==> src/hdl/spq_pkg.sv <==
// shared types and constants for the sorted priority queue
package spq_pkg;

   localparam int QUEUE_DEPTH = 16;
   localparam int CNT_W       = $clog2(QUEUE_DEPTH + 1);
   localparam int PRIO_W      = 16;
   localparam int DATA_W      = 32;
   localparam int COUNT_W     = 5;

   localparam logic KIND_INSERT = 1'b0;
   localparam logic KIND_REMOVE = 1'b1;

   typedef struct packed {
      logic                     kind;
      logic signed [PRIO_W-1:0] priority_req;
      logic signed [DATA_W-1:0] payload;
   } req_type;

   typedef struct packed {
      logic                     head_valid;
      logic signed [PRIO_W-1:0] head_priority;
      logic signed [DATA_W-1:0] head_payload;
      logic [COUNT_W-1:0]       entry_count;
      logic                     underflow;
      logic                     overflow;
   } rsp_type;

   typedef struct packed {
      logic signed [PRIO_W-1:0] prio;
      logic signed [DATA_W-1:0] data;
   } entry_type;

   typedef struct packed {
      logic      ins_en;
      logic      rem_en;
      entry_type entry;
   } cmd_type;

endpackage

==> src/hdl/spq_cell.sv <==
// one slot of the sorted shift chain
module spq_cell (
   input  logic               clock,
   input  spq_pkg::cmd_type   cmd,
   input  logic               occupied,
   input  spq_pkg::entry_type left_entry,
   input  logic               left_before,
   input  spq_pkg::entry_type right_entry,
   output spq_pkg::entry_type cur_entry,
   output spq_pkg::entry_type nxt_entry,
   output logic               ahead
);

   spq_pkg::entry_type entry_ff;
   spq_pkg::entry_type entry_in;

   // new entry sorts ahead of this slot; equal priority stays behind
   assign ahead = !occupied || (cmd.entry.prio < entry_ff.prio);

   always_comb begin
      entry_in = entry_ff;
      if (cmd.ins_en && ahead) begin
         entry_in = left_before ? left_entry : cmd.entry;
      end else if (cmd.rem_en) begin
         entry_in = right_entry;
      end
   end

   always_ff @(posedge clock) begin
      entry_ff <= entry_in;
   end

   assign cur_entry = entry_ff;
   assign nxt_entry = entry_in;

endmodule

==> src/hdl/sorted_priority_queue_core.sv <==
// sorted priority queue: request/response channels around a chain of sorted slots
//
// each request is an insert (kind 0) of a priority and payload, or a removal
// of the head (kind 1); every request yields exactly one response carrying
// the head entry, the entry count and the underflow and overflow flags
// after that request. lower priority numbers are served first, and equal
// priorities leave in arrival order.
// the response is registered and appears in the cycle after its request is
// taken; one request is taken per cycle while the response is not stalled,
// as every slot compares against the new priority and shifts in parallel.
// the response sits in an output register; a new request is taken while
// that register is empty or being drained in the same cycle, so a stalled
// receiver holds req_ready low only until the waiting response is taken.
// an insert into a full queue is dropped with overflow set; a removal from
// an empty queue sets underflow and reports zero head fields.
// reset empties the queue and the output register; slot contents are left
// as they are and are never read before being written.
module sorted_priority_queue_core (
   input  logic             clock,
   input  logic             reset,
   input  logic             req_valid,
   output logic             req_ready,
   input  spq_pkg::req_type req_data,
   output logic             rsp_valid,
   input  logic             rsp_ready,
   output spq_pkg::rsp_type rsp_data
);

   logic [spq_pkg::CNT_W-1:0] count_ff;
   logic [spq_pkg::CNT_W-1:0] count_in;
   logic                      rsp_valid_ff;
   logic                      rsp_valid_in;
   spq_pkg::rsp_type          rsp_data_ff;
   spq_pkg::rsp_type          rsp_data_in;

   logic             accept;
   logic             is_full;
   logic             is_empty;
   spq_pkg::cmd_type cmd;

   spq_pkg::entry_type cur_entry [spq_pkg::QUEUE_DEPTH];
   spq_pkg::entry_type nxt_entry [spq_pkg::QUEUE_DEPTH];
   logic               ahead     [spq_pkg::QUEUE_DEPTH];

   assign req_ready = !rsp_valid_ff || rsp_ready;
   assign accept    = req_valid && req_ready;
   assign is_full   = (count_ff == spq_pkg::CNT_W'(spq_pkg::QUEUE_DEPTH));
   assign is_empty  = (count_ff == '0);

   always_comb begin
      cmd.ins_en     = accept && (req_data.kind == spq_pkg::KIND_INSERT) && !is_full;
      cmd.rem_en     = accept && (req_data.kind == spq_pkg::KIND_REMOVE) && !is_empty;
      cmd.entry.prio = req_data.priority_req;
      cmd.entry.data = req_data.payload;
   end

   genvar i;
   generate
      for (i = 0; i < spq_pkg::QUEUE_DEPTH; i++) begin : g_cell
         spq_pkg::entry_type left_entry;
         spq_pkg::entry_type right_entry;
         logic               left_before;
         logic               occupied;

         assign occupied = (spq_pkg::CNT_W'(i) < count_ff);

         if (i == 0) begin : g_first
            assign left_entry  = cmd.entry;
            assign left_before = 1'b0;
         end else begin : g_inner
            assign left_entry  = cur_entry[i-1];
            assign left_before = ahead[i-1];
         end

         if (i == spq_pkg::QUEUE_DEPTH - 1) begin : g_last
            assign right_entry = cur_entry[i];
         end else begin : g_mid
            assign right_entry = cur_entry[i+1];
         end

         spq_cell u_cell (
            .clock       (clock),
            .cmd         (cmd),
            .occupied    (occupied),
            .left_entry  (left_entry),
            .left_before (left_before),
            .right_entry (right_entry),
            .cur_entry   (cur_entry[i]),
            .nxt_entry   (nxt_entry[i]),
            .ahead       (ahead[i])
         );
      end
   endgenerate

   always_comb begin
      count_in = count_ff;
      if (cmd.ins_en) begin
         count_in = count_ff + spq_pkg::CNT_W'(1);
      end else if (cmd.rem_en) begin
         count_in = count_ff - spq_pkg::CNT_W'(1);
      end
   end

   always_comb begin
      rsp_valid_in = rsp_valid_ff;
      if (accept) begin
         rsp_valid_in = 1'b1;
      end else if (rsp_ready) begin
         rsp_valid_in = 1'b0;
      end
   end

   always_comb begin
      rsp_data_in             = rsp_data_ff;
      rsp_data_in.head_valid  = (count_in != '0);
      rsp_data_in.entry_count = spq_pkg::COUNT_W'(count_in);
      rsp_data_in.underflow   = (req_data.kind == spq_pkg::KIND_REMOVE) && is_empty;
      rsp_data_in.overflow    = (req_data.kind == spq_pkg::KIND_INSERT) && is_full;
      if (count_in != '0) begin
         rsp_data_in.head_priority = nxt_entry[0].prio;
         rsp_data_in.head_payload  = nxt_entry[0].data;
      end else begin
         rsp_data_in.head_priority = '0;
         rsp_data_in.head_payload  = '0;
      end
   end

   always_ff @(posedge clock) begin
      if (reset) begin
         count_ff     <= '0;
         rsp_valid_ff <= 1'b0;
      end else begin
         count_ff     <= count_in;
         rsp_valid_ff <= rsp_valid_in;
      end
   end

   always_ff @(posedge clock) begin
      if (accept) begin
         rsp_data_ff <= rsp_data_in;
      end
   end

   assign rsp_valid = rsp_valid_ff;
   assign rsp_data  = rsp_data_ff;

endmodule

==> config.mk <==
export PLATFORM = sky130hd
export DESIGN_NAME = sorted_priority_queue_core
export DESIGN_NICKNAME = d
export VERILOG_FILES = /design/src/hdl/spq_pkg.sv /design/src/hdl/spq_cell.sv /design/src/hdl/sorted_priority_queue_core.sv
export SDC_FILE = /design/constraint.sdc
export NUM_CORES = 2
export LEC_CHECK = 0
export BUFFER_PORTS_ARGS = -buffer_cell sky130_fd_sc_hd__clkbuf_2
export CORE_ASPECT_RATIO = 0.8
export CORE_MARGIN = 4
export CORE_UTILIZATION = 41
export CTS_BUF_LIST = sky130_fd_sc_hd__clkbuf_16
export CTS_CLUSTER_DIAMETER = 150
export DETAILED_ROUTE_END_ITERATION = 10
export PLACE_DENSITY = 0.55
export SLEW_MARGIN = 20
export SYNTH_ARGS = -nofsm -noshare
export SYNTH_HDL_FRONTEND = slang
export SYNTH_SLANG_ARGS = --single-unit
==> constraint.sdc <==
create_clock -name clock -period 12.4 [get_ports clock]
set_input_delay 2.48 -clock clock [delete_from_list [all_inputs] [get_ports clock]]
set_output_delay 2.48 -clock clock [all_outputs]
set_load 0.005 [all_outputs]
==> qor.yml <==
sta:
  tightestPinTransition_ns: 1.07
  post-route-min-period_ns: 6.26
  period_share_pct: 50.5
  hold_viol: 0
  max_freq_ghz: 0.160
  rsz0062_at_grt: "false"
  fin_tns_setup_ns: 0
  finalSetupViolCount: 0
  slew_headroom_pct: 28.2
  clock_skew_ns: 0.0337
  finalMaxSlewViolations: 0
drt:
  drc: 0
  dr_total_vias: 36536
  ant_nets: 0
  wl_per_cell_um: 20.7
  drt_pass1_iterations: 6
  routed_via_density: 5.57
  drt-total-wl_um: 136000
  drt_iter0_drc: 3700
cts:
  post_cts_buffers: 0
  root_buffer: "clkbuf_16"
  clock_latency_ns: 0.71
  cts_made_buffers: 94
  cts_sinks: 830
  cts_resized: 0
  clk_pin_slew_ns: 0.06
  hold_buffers: 0
  cts_htree_levels: 3
  cts_buffer_depth: 3
  cts_tree: "built"
global_routing:
  globalRoute.busiestLayer: "met1"
  antenna_found_initial: 1
  grt_use_met1_pct: 34.7
  grt_overflow: 0
  grt_util_met2_pct: 28.3
  grt_usage_pct: 20.8
  grt_max_degree: 98
  grt_pass1_vias: 34151
  met3_usage_pct: 2.90
  grt_pass1_wl_um: 213000
synth:
  avgSynthCellArea_um2: 10.0
  yosysWarningCount: 0
  synth.yosys.seq_area_share_pct: 48.8
  syn_area_um2: 49900
  ys_ff_latch: 830
  synth-async-reset-ratio_pct: 0
  syn_nets: 5288
  yosysTopAreaCell: "edfxtp_1"
  synthCells: 4991
  synth_edf_count: 776
  synth_area_leaders: "edfxtp_1, mux2i_1, ha_1"
  ys.flop_type: "edfxtp_1"
  yosysTopAreaCellShare_pct: 46.7
  ys_types: 72
worst_setup_path:
  end_kind: "register"
  rr_worst_depth: 7
  worstPathRequired_ns: 12.68
  arrival_ns: 6.54
  path_class: "in2reg"
  cp_max_fo: 97
  critPathLaunchType: "primary input"
power_and_ir_drop:
  vdd_drop_max_mv: 0.106
  p_per_area_nw_per_um2: 181
  power.leakage_nw: 22.1
finish:
  mostFrequentLayoutCells: "edfxtp_1, nand2_1, a21oi_1"
  drive_gt1_share_pct: 11.4
  areaGrowthSynthToFinish_pct: 9.37
  mostFrequentLayoutCell: "edfxtp_1"
  finish.utilization_pct: 45.2
  layout.nets: 5152
floorplan:
  die-area_um2: 127000
  placementRows: 114
  start_util_pct: 41.3
  fp.dieH_um: 320
  die_w_um: 398
  io_pins: 111
  core_area_um2: 121000
placed_design:
  portBuffers: 110
  gp_congestion: 0.838
  hpwl_um: 93200
outcome:
  outcome: "complete, no violations"
flow_run:
  drv_cap: 0
hold_path:
  hold_depth: 2
  hold_class: "reg2reg"
[cell usage after synthesis, types with 3 or more instances]
master / count
o21bai_1: 5
ha_1: 244
a22oi_1: 81
a221oi_1: 3
mux2_1: 25
dfxtp_1: 54
and4_1: 10
a311oi_2: 19
nand2_1: 599
nand3_1: 30
clkbuf_1: 290
a21oi_1: 535
a21boi_0: 3
o21a_1: 3
a32oi_1: 15
o211ai_1: 4
and2_1: 50
mux2_2: 158
mux2i_1: 469
and3_1: 7
o221ai_1: 4
buf_2: 93
nand4_1: 28
buf_6: 6
buf_1: 25
a211o_1: 7
a311oi_1: 30
a31oi_1: 91
o21ai_0: 384
nor2_1: 444
inv_1: 266
a2111oi_0: 7
a21o_1: 29
o21ai_1: 29
nor3_1: 16
a41oi_1: 3
buf_4: 11
nand2b_1: 23
nor2b_1: 9
o22ai_1: 51
a211oi_1: 10
a2111oi_2: 4
edfxtp_1: 776
[state kept, by name (all words and copies together), names as in the netlist]
| register | cells |
|---|---|
| rsp_valid | 1 |
| g_cell.u_cell.cur_entry | 768 |
| rsp_data | 56 |
| count_ff | 5 |
[cell type report]
class / instances / area (um^2)
Fill cell: 11456 / 66200
Sequential cell: 830 / 24400
Multi-Input combinational cell: 3468 / 23100
Clock buffer: 95 / 2380
Tap cell: 1624 / 2030
Timing Repair Buffer: 193 / 1170
Inverter: 268 / 1010
Clock inverter: 81 / 536
Antenna cell: 1 / 2.50
[where the power goes]
| group | switching [W] | internal (W) |
|---|---|---|
| combinational | 0.00184 | 0.00113 |
| clock | 0.00118 | 0.00149 |
| sequential | 0.000404 | 0.00381 |
| total | 0.00342 | 0.00643 |
[critical path: stages]
cell	delay, ns
clkbuf_2	0.08
buf_4	0.38
ha_1	0.32
a2111oi_0	0.60
nor4b_1	0.16
a2111o_1	0.32
nand2_2	0.07
buf_4	0.62
nand2b_2	0.24
buf_4	0.63
nand2_4	0.53
[logic make-up after synthesis]
family          synth area share (%)
xor+xnor                      0.0702
simple gates                    10.2
fa+ha+maj                       6.12
compound gates                  15.5
flops                           48.8
mux                             13.6
buf+inv                         5.62
[layer usage]
metal  up-vias  routed length, um
met3       144               8640
met2      1136              53400
met4         0               2310
met1     17419              71500
li1      17837                  -
met5         -                  0
[final timing paths]
kind	start	endpoint	slack, ns
worst max-delay path	req_data[33]	g_cell[7].u_cell.cur_entry[42]	6.14
worst min-delay path	g_cell[15].u_cell.cur_entry[22]	g_cell[14].u_cell.cur_entry[22]	0.53
worst max register to register	count_ff[1]	g_cell[14].u_cell.cur_entry[41]	7.90
worst min register to register	g_cell[15].u_cell.cur_entry[22]	g_cell[14].u_cell.cur_entry[22]	0.53
[stage by stage]
stage               cells  area [um^2]  power [W]  setup WS [ns]  hold slack (ns)
detailed placement   6383        51700    0.00721           5.08            0.511
CTS                  6559        54600    0.00991           5.83            0.527
global route         6559        54600     0.0105           5.79            0.543
finish               6560        54600    0.00986           6.14            0.525
global placement     6383        51700    0.00715           5.07            0.499
floorplan            4991        49900    0.00633           4.09            0.496
Note: power is estimated with default switching activity, not from simulation.
